===== config.mk =====
export PLATFORM = sky130hd
export DESIGN_NAME = lef_cell
export DESIGN_NICKNAME = d
export VERILOG_FILES = /design/src/lef_pkg.sv /design/src/lef_cell.sv
export SDC_FILE = /design/constraint.sdc
export NUM_CORES = 1
export LEC_CHECK = 0
export ABC_AREA = 0
export BUFFER_PORTS_ARGS = -buffer_cell sky130_fd_sc_hd__buf_2
export CAP_MARGIN = 40
export CORE_UTILIZATION = 37
export CTS_CLUSTER_SIZE = 14
export DETAILED_ROUTE_END_ITERATION = 10
export GPL_ROUTABILITY_DRIVEN = 0
export PLACE_DENSITY = 0.72
export REMOVE_ABC_BUFFERS = 1
export SLEW_MARGIN = 10
export SYNTH_ARGS = -nofsm -noshare
export SYNTH_HDL_FRONTEND = slang
export SYNTH_SLANG_ARGS = --single-unit

===== constraint.sdc =====
create_clock -name clk -period 0.8 [get_ports clk]
set_clock_uncertainty 0.05 [all_clocks]
set_input_delay 0.12 -clock clk [delete_from_list [all_inputs] [get_ports clk]]
set_output_delay 0.12 -clock clk [all_outputs]
set_load 0.1 [all_outputs]

===== src/lef_pkg.sv =====
// Shared types and constants for the 3x3 Laplacian edge filter.
// Used by the window cells, the line buffer and the top level; no dependencies.
package lef_pkg;

  localparam int WidthW    = 11;
  localparam int HeightW   = 13;
  localparam int CountW    = 23;
  localparam int GrayW     = 8;
  localparam int CfgDataW  = 13;
  localparam int CfgIndexW = 1;

  localparam int MaxWidthDefault = 1024;

  localparam logic [WidthW-1:0]  WidthReset  = 11'd512;
  localparam logic [HeightW-1:0] HeightReset = 13'd512;

  localparam logic [CfgIndexW-1:0] RegImageWidth  = 1'd0;
  localparam logic [CfgIndexW-1:0] RegImageHeight = 1'd1;

  typedef struct packed {
    logic       mode;
    logic [7:0] red;
    logic [7:0] green;
    logic [7:0] blue;
  } in_word_t;

  typedef struct packed {
    logic [7:0] filtered_pixel;
    logic       last_of_frame;
  } out_word_t;

  // One column of the 3x3 window: top, middle and bottom gray values.
  typedef struct packed {
    logic [GrayW-1:0] top;
    logic [GrayW-1:0] mid;
    logic [GrayW-1:0] bot;
  } column_t;

  // One line buffer entry: gray from two rows up and from the row above.
  typedef struct packed {
    logic [GrayW-1:0] two_above;
    logic [GrayW-1:0] above;
  } line_entry_t;

endpackage


===== src/lef_cell.sv =====
// One window column cell of the Laplacian filter; it loads the column on din on a shift.
// Depends on lef_pkg for the column type.
module lef_cell (
  input  logic             clk,
  input  logic             clr,
  input  logic             en,
  input  lef_pkg::column_t din,
  output lef_pkg::column_t q
);

  always_ff @(posedge clk) begin
    if (clr) begin
      q <= '0;
    end else if (en) begin
      q <= din;
    end
  end

endmodule


Yosys cells after proc, flatten, opt, wreduce, memory -nomap -nowiden
Index checks and enable logic that the tools add are counted.

operators by class
  equality and inequality tests = 0
  order comparisons = 0
  mux-type cells = 0
  div/mod/pow operators = 0
  bitwise logic cells = 0
  $mul = 0
  reductions and logical operators = 0
  add/subtract/negate cells = 0
  shift operators = 0

storage, ports and cells
  output and inout bits = 24
  RAM bits = 0
  flip-flop bits (word level) = 24
  latch bits = 0
  memory bits (read-only) = 0
  memories = 0

Logic depth before layout (Yosys ltp)
Gate-level depths: netlist of the first run.

  depth in word-level cells = 0
  gate-level depth with buffers = 4

Worst setup path before layout of the first run
Ideal clock, no wire load.

  path type = reg2reg
  start = reg, netlist name q[0]
  end = reg q[0] in the netlist's numbering
  setup time = 67 ps
  arrival = 1173 ps
  data required time = 683 ps
  buffers on the path = 0
  setup slack = -490 ps
  stages on the path, launching flop included = 3
  cells stage by stage = dfxtp_1 mux2i_1 nor2_1

RTL lines
  element               line            text
  to (signal assigned)  lef_cell.sv:15  q <= din;
  to (decl)             lef_cell.sv:8   output lef_pkg::column_t q

Final worst setup path of the first run
  start = reg q[11] in the netlist's numbering
  end = out q[11] in the netlist's numbering

No word-level cell between the ends.

==> results of run 1 <==
layer usage:
layer	track usage (%)	up-vias	share of wire, %
met5	0	-	0
met4	5.56	0	1.3
met2	28.7	35	50
li1	-	369	-
met3	7.88	4	9.9
met1	19.3	323	39
cell usage after synthesis:
library cell,count
buf_12,2
nor2_1,24
dfxtp_1,24
mux2i_1,24
buf_6,1
clkbuf_1,2
cell type report:
class	count	area, sq um	area share, %
Multi-Input combinational cell	48	330	20.5
Sequential cell	24	513	31.8
Tap cell	28	35.0	2.17
Clock buffer	3	22.5	1.40
Timing Repair Buffer	58	713	44.2
cells by family after synthesis:
group	Yosys count	synth area share, %
flip-flops	24	55.3
AND/OR/NAND/NOR	24	10.4
buffers and inverters	5	6.76
multiplexers	24	27.6
through the flow:
stage          power [uW]  instances  utilization (%)
2_1_floorplan        1940         72                -
3_3_place_gp         2410        153             68.0
3_5_place_dp         2420        153             68.0
4_1_cts              2940        159             71.7
5_1_grt              3050        161             73.0
6_report             2940        161             73.0
worst max path at each step:
stage | startpoint | end | depth (start not counted)
detailed placement | en | q[18] | 4
finish | q[11] | q[11] | 1
global placement | en | q[14] | 4
floorplan | q[0] | q[0] | 2
CTS | q[22] | q[22] | 1
global route | q[14] | q[14] | 1
what timing repair did:
action / 4_1_cts / 5_1_grt
cloned: 0 / 0
pin swaps: 0 / 1
gates resized for setup: 24 / 1
hold endpoints to repair: 3 / 3
setup endpoints to repair: 24 / 25
hold buffers: 3 / 3
power groups by stage:
| stage | clock, uW | combinational, uW | sequential (uW) |
|---|---|---|---|
| after global placement | 0 | 1040 | 1360 |
| after CTS | 513 | 1070 | 1360 |
| after floorplan | 0 | 102 | 1840 |
| after global routing | 568 | 1120 | 1360 |
| final | 507 | 1080 | 1360 |
| after detailed placement | 0 | 1060 | 1370 |
==> impl_metrics.py, run 1 <==
metrics = {
    "critical_path": {
        "rrSetupSlack_ns": 0.03,
        "critPathSlowestCell": "dfxtp_4",
        "r2r-start": "q[11]",
        "worst_path_largest_cell_delay_ns": 0.39,
        "worst_setup_path_start_kind": "register",
        "critPathMaxFanout": 2,
        "path_cells": "buf_12",
        "end_kind": "primary output",
        "r2r_end": "q[11]",
        "crit_family": "flip-flops",
        "reg2reg_depth": 2,
        "cp.arrival_ns": 0.87,
        "crit_required_ns": 0.63,
        "worstSetupPathType": "reg -> out",
        "timing.critical_path.buf_inv": 1,
    },
    "power": {
        "pwr-share-seq_pct": 46.1,
        "combPwrFrac_pct": 36.7,
        "switching_share_pct": 36.3,
        "ir_drop_mv": 1.52,
        "p_leak_uw": 0.000758,
        "power_density_nw_per_um2": 1820,
        "p_sw_uw": 1070,
        "internal_power_uw": 1880,
        "power.share.clock_pct": 17.2,
    },
    "sta": {
        "slew_viol_final": 0,
        "rsz0062_at_grt": "true",
        "hold_ws_ns": -0.00838,
        "setup_violations": 25,
        "min_period_over_period_pct": 130,
        "worst_pin_slew_ns": 0.199,
        "min_period_ns": 1.04,
        "hold_violations": 3,
        "slew-limit-headroom_pct": 86.3,
        "worst_slack_ns": -0.236,
        "fmax_mhz": 965,
        "finalSetupTns_ns": -5.35,
    },
    "yosys": {
        "synth_area_sq_um": 870,
        "yosysWarnings": 0,
        "synth_cell_types": 6,
        "syn_inst": 77,
        "synth.area.top_cells": "dfxtp_1 55%, mux2i_1 28%, nor2_1 10%",
        "syn-mean-instance-area_sq_um": 11.3,
        "yosysTopAreaCellShare_pct": 55.3,
        "yosys_register_bits": 24,
        "synth-seq-area-share_pct": 55.3,
        "synth_area_leader_cell": "dfxtp_1",
    },
    "outcome": {
        "violations": "negative hold slack, negative setup slack",
        "status": "finished, violations left",
    },
    "clocking": {
        "cts_setup_buffers": 0,
        "clock-root-buffer": "clkbuf_4",
        "cts_sinks": 24,
        "clkTransAtPathRegs_ns": 0.12,
        "cts_made_buffers": 3,
        "cts_max_level": 1,
        "clock_latency_ns": 0.30,
        "clockBufferDepth": 2,
        "cts_tree": "yes",
    },
    "final_layout": {
        "syn_to_final_growth_pct": 85.6,
        "layout-drive-gt1-share_pct": 59.4,
        "top_regs": "q x24",
        "nFillCells": 152,
        "mostFrequentLayoutCell": "buf_12",
        "fin_area_sq_um": 1610,
        "largest_reg_flops": 24,
        "layout_common_cells": "26 x buf_12, 25 x buf_2, 24 x mux2i_1, 24 x nor2_1, 23 x dfxtp_2",
        "max_flop_register": "q",
        "insertedDiodeCount": 0,
        "final_nets": 162,
    },
    "placement": {
        "hpwl_microns": 1490,
        "placedInstanceArea_sq_um": 1500,
        "portBuffers": 50,
        "pre_cts_slack_ns": -0.0515,
    },
    "floorplanning": {
        "row_count": 17,
        "dieArea_sq_um": 2550,
        "fp.dieH_microns": 50.5,
        "core_area_sq_um": 2210,
        "pin_count": 51,
        "initial_core_util_pct": 39.3,
        "die_x_microns": 50.5,
    },
    "worst_hold_path": {
        "holdPathEnd": "q[21]",
        "hold_depth": 3,
        "min_path_type": "in -> reg",
        "worstHoldStart": "din[21]",
    },
    "global_routing": {
        "antenna_found_initial": 0,
        "grt_max_degree": 25,
        "grt_pass1_wl_microns": 3220,
        "overflow": 0,
        "grt_use_total_pct": 17.2,
        "first_global_vias": 728,
    },
    "route": {
        "antenna_left": 0,
        "dr.pass1.iters": 4,
        "via_per_inst": 4.54,
        "post-route-drc-count": 0,
        "wl_per_cell_microns": 13.2,
        "wl_microns": 2120,
        "num_vias": 731,
        "drtIter0Drc": 9,
    },
    "flow_run": {
        "max-cap-violations": 0,
    },
}
(Power assumes the default switching activity.)
==> run 2: changes to the inputs <==
- SKIP_CTS_REPAIR_TIMING: unset -> 1
==> run 2 against run 1 <==
Clock-buffer cell count stayed put. Largest cell class unchanged. Worst setup slack improved by 0.014 ns. Sequential share of layout area hardly changed. Critical path depth is the same. The run ends with negative setup slack left. Sequential power about the same. Core utilization shrank 0.34 points.
==> impl_metrics.py, run 2 (synthesis gave the netlist of run 1 again) <==
metrics = {
    "outcome": {
        "status": "finished, violations left",
        "violations": "negative setup slack",
    },
    "sta": {
        "finalSetupTns_ns": -5.09,
        "slew_viol_final": 0,
        "hold_ws_ns": 0.00656,
        "fmax_mhz": 978,
        "setup_violations": 27,
        "slew-limit-headroom_pct": 90.0,
        "hold_violations": 0,
        "rsz0062_at_grt": "true",
        "min_period_over_period_pct": 128,
        "worst_pin_slew_ns": 0.146,
        "worst_slack_ns": -0.222,
        "min_period_ns": 1.02,
    },
    "critical_path": {
        "path_cells": "buf_12",
        "critPathSlowestCell": "dfxtp_2",
        "timing.critical_path.buf_inv": 1,
        "worst_setup_path_start_kind": "register",
        "worstSetupPathType": "reg -> out",
        "crit_family": "flip-flops",
        "end_kind": "primary output",
        "crit_required_ns": 0.63,
        "cp.arrival_ns": 0.85,
        "worst_path_largest_cell_delay_ns": 0.38,
        "critPathMaxFanout": 2,
    },
    "route": {
        "dr.pass1.iters": 4,
        "post-route-drc-count": 0,
        "wl_microns": 1940,
        "num_vias": 735,
        "via_per_inst": 4.57,
        "antenna_left": 0,
        "drtIter0Drc": 8,
        "wl_per_cell_microns": 12.1,
    },
    "global_routing": {
        "antenna_found_initial": 0,
        "first_global_vias": 708,
        "grt_pass1_wl_microns": 3010,
        "overflow": 0,
        "grt_max_degree": 25,
        "grt_use_total_pct": 15.8,
    },
    "floorplanning": {
        "core_area_sq_um": 2210,
        "initial_core_util_pct": 39.3,
        "row_count": 17,
        "fp.dieH_microns": 50.5,
        "pin_count": 51,
        "dieArea_sq_um": 2550,
        "die_x_microns": 50.5,
    },
    "worst_hold_path": {
        "min_path_type": "in -> reg",
    },
    "final_layout": {
        "top_regs": "q x24",
        "max_flop_register": "q",
        "layout_common_cells": "26 x buf_2, 26 x buf_12, 24 x mux2i_1, 24 x nor2_1, 24 x dfxtp_2",
        "largest_reg_flops": 24,
        "insertedDiodeCount": 0,
        "syn_to_final_growth_pct": 84.7,
        "layout-drive-gt1-share_pct": 60.2,
        "final_nets": 162,
    },
    "clocking": {
        "clkTransAtPathRegs_ns": 0.11,
        "cts_sinks": 24,
        "clock_latency_ns": 0.29,
        "cts_made_buffers": 3,
        "cts_max_level": 1,
        "clockBufferDepth": 2,
        "clock-root-buffer": "clkbuf_4",
        "cts_tree": "yes",
    },
    "power": {
        "p_sw_uw": 1040,
        "power.share.clock_pct": 16.6,
        "switching_share_pct": 35.7,
        "pwr-share-seq_pct": 46.5,
        "p_leak_uw": 0.000758,
        "ir_drop_mv": 1.48,
        "internal_power_uw": 1870,
        "power_density_nw_per_um2": 1810,
        "combPwrFrac_pct": 36.9,
    },
    "placement": {
        "hpwl_microns": 1490,
        "portBuffers": 50,
    },
    "flow_run": {
        "max-cap-violations": 0,
    },
}
-- run 2: cell count changes in the layout (fill, tap and decap cells not counted) --
cell           change
buf_2              +1
dfxtp_2            +1
dfxtp_4            -1
dlygate4sd3_1      -1
-- run 2: power by group through the flow --
stage	Clock, uW	Sequential [uW]	Combinational, uW
6_report	483	1360	1070
3_5_place_dp	0	1370	1060
2_1_floorplan	0	1840	102
4_1_cts	513	1340	1060
3_3_place_gp	0	1360	1040
5_1_grt	562	1370	1110
-- run 2: per-stage QoR --
| step | total power, uW | cell area, sq um | std cells | worst slack (ns) | util (%) |
|---|---|---|---|---|---|
| floorplan | 1940 | 811 | 72 | -0.490 | - |
| global placement | 2410 | 1500 | 153 | -0.0166 | 68.0 |
| detailed placement | 2420 | 1500 | 153 | -0.0515 | 68.0 |
| CTS | 2910 | 1530 | 156 | -0.284 | 69.0 |
| global route | 3040 | 1610 | 161 | -0.268 | 72.6 |
| finish | 2910 | 1610 | 161 | -0.222 | 72.6 |
-- run 2: worst min-delay path, cell delays in order --
cell and delay [ns]:
buf_2 0.08, mux2i_1 0.06, nor2_1 0.07
-- run 2: final cells by class --
| type | instances | area [sq um] |
|---|---|---|
| multi-input cells | 48 | 330 |
| flip-flops and latches | 24 | 510 |
| well taps | 28 | 35.0 |
| fillers | 154 | 606 |
| repair buffers | 58 | 708 |
| clock buffers | 3 | 22.5 |
-- run 2: routing by layer --
metal	vias to the layer above	track usage (%)	share of wire [%]
met5	-	0	0
met4	0	5.56	0.72
met3	2	8.18	11
met2	38	26.9	51
met1	328	16.6	37
li1	367	-	-
-- run 2: worst paths after layout --
| check | from | endpoint | slack, ns | cells after the start |
|---|---|---|---|---|
| worst max-delay path | q[3] | q[3] | -0.22 | 1 |
| worst min-delay path | din[21] | q[21] | 0.007 | 3 |
| worst max register to register | q[3] | q[3] | 0.09 | 2 |
| worst min register to register | q[10] | q[10] | 0.49 | 2 |
==> run 3: changes to the inputs <==
- CORE_MARGIN: unset -> 5
==> run 3 against run 2 <==
The run ends with negative hold slack, negative setup slack left. Worst hold slack lost 0.013 ns. Global-route usage is 2.9 points lower. Critical path type unchanged. Combinational power about the same. Maximum frequency shrank 1.3%. Wire length rose by 15%. Die area increased by 34%. Clock power grew 27%.
==> impl_metrics.py, run 3 (synthesis gave the netlist of run 1 again) <==
metrics = {
    "outcome": {
        "status": "finished, violations left",
        "violations": "negative hold slack, negative setup slack",
    },
    "floorplanning": {
        "fp.dieH_microns": 58.5,
        "core_area_sq_um": 2230,
        "initial_core_util_pct": 38.9,
        "dieArea_sq_um": 3420,
        "row_count": 17,
        "die_x_microns": 58.5,
        "pin_count": 51,
    },
    "placement": {
        "pre_cts_slack_ns": -0.0700,
        "place_inst": 153,
        "placedInstanceArea_sq_um": 1520,
        "hpwl_microns": 1720,
        "portBuffers": 50,
    },
    "critical_path": {
        "path_cells": "buf_12",
        "worstSetupPathType": "reg -> out",
        "cp.arrival_ns": 0.87,
        "critPathSlowestCell": "dfxtp_2",
        "crit_family": "flip-flops",
        "worst_path_largest_cell_delay_ns": 0.38,
        "end_kind": "primary output",
        "critPathMaxFanout": 2,
        "timing.critical_path.buf_inv": 1,
        "worst_setup_path_start_kind": "register",
        "crit_required_ns": 0.63,
    },
    "clocking": {
        "clkTransAtPathRegs_ns": 0.12,
        "cts_max_level": 1,
        "cts_sinks": 24,
        "clockBufferDepth": 2,
        "clock_latency_ns": 0.30,
        "cts_made_buffers": 3,
        "cts_tree": "yes",
        "clock-root-buffer": "clkbuf_4",
    },
    "power": {
        "p_total_uw": 3050,
        "ir_drop_mv": 1.48,
        "internal_power_uw": 1970,
        "power_density_nw_per_um2": 1890,
        "p_sw_uw": 1070,
        "p_leak_uw": 0.000761,
        "combPwrFrac_pct": 35.3,
        "switching_share_pct": 35.2,
        "pwr-share-seq_pct": 44.5,
        "power.share.clock_pct": 20.1,
    },
    "final_layout": {
        "multiInputGateArea_sq_um": 330,
        "fin_util_pct": 72.3,
        "max_flop_register": "q",
        "register_area_sq_um": 513,
        "layout-drive-gt1-share_pct": 61.4,
        "fin_cells": 160,
        "insertedDiodeCount": 0,
        "final_nets": 160,
        "layout_common_cells": "27 x buf_12, 26 x buf_2, 24 x mux2i_1, 24 x nor2_1, 23 x dfxtp_2",
        "nFillCells": 146,
        "fin_area_sq_um": 1620,
        "syn_to_final_growth_pct": 85.8,
        "mostFrequentLayoutCell": "buf_12",
        "largest_reg_flops": 24,
        "top_regs": "q x24",
    },
    "route": {
        "post-route-drc-count": 0,
        "wl_microns": 2240,
        "antenna_left": 0,
        "dr.pass1.iters": 6,
        "num_vias": 731,
        "via_per_inst": 4.57,
        "drtIter0Drc": 21,
        "wl_per_cell_microns": 14.0,
    },
    "sta": {
        "fmax_mhz": 966,
        "slew-limit-headroom_pct": 89.6,
        "min_period_over_period_pct": 129,
        "min_period_ns": 1.04,
        "worst_slack_ns": -0.236,
        "rsz0062_at_grt": "true",
        "slew_viol_final": 0,
        "hold_violations": 5,
        "hold_ws_ns": -0.00629,
        "setup_violations": 24,
        "worst_pin_slew_ns": 0.152,
    },
    "flow_run": {
        "max-cap-violations": 0,
    },
    "global_routing": {
        "antenna_found_initial": 0,
        "overflow": 0,
        "grt_use_total_pct": 13.0,
        "grt_max_degree": 25,
        "first_global_vias": 743,
        "grt_pass1_wl_microns": 3390,
    },
    "worst_hold_path": {
        "min_path_type": "in -> reg",
    },
}
-- run 3: routing by layer --
layer | vias to the layer above | part of all wire [%] | global-route usage, %
li1 | 363 | - | -
met3 | 2 | 12 | 6.36
met2 | 32 | 53 | 21.2
met4 | 0 | 0.58 | 3.97
met5 | - | 0 | 0
met1 | 334 | 34 | 14.8
-- run 3: area by class of cell --
type | instances | area share (%)
Clock buffer | 4 | 2.25
Multi-Input combinational cell | 48 | 20.4
Sequential cell | 24 | 31.8
Tap cell | 28 | 2.17
Timing Repair Buffer | 56 | 43.4
-- run 3: path summary, 6_finish.rpt --
path,from,end,cells past startpoint,slack (ns)
setup / recovery,q[5],q[5],1,-0.24
hold reg to reg,q[6],q[6],2,0.49
hold / removal,din[12],q[12],3,-0.006
setup reg to reg,q[13],q[13],2,0.09
-- run 3: power groups by stage --
stage / logic [uW] / clock network [uW] / registers [uW]
2_1_floorplan: 102 / 0 / 1840
3_3_place_gp: 1050 / 0 / 1360
3_5_place_dp: 1070 / 0 / 1370
4_1_cts: 1070 / 632 / 1340
5_1_grt: 1120 / 700 / 1370
6_report: 1080 / 613 / 1360
-- run 3: per-stage QoR --
step / setup TNS, ns / hold WS (ns)
final: -5.35 / -0.00629
after floorplan: -18.81 / 0.142
after global routing: -6.39 / 0.00167
after global placement: -0.234 / 0.304
after CTS: -6.63 / -0.0141
after detailed placement: -1.02 / 0.312
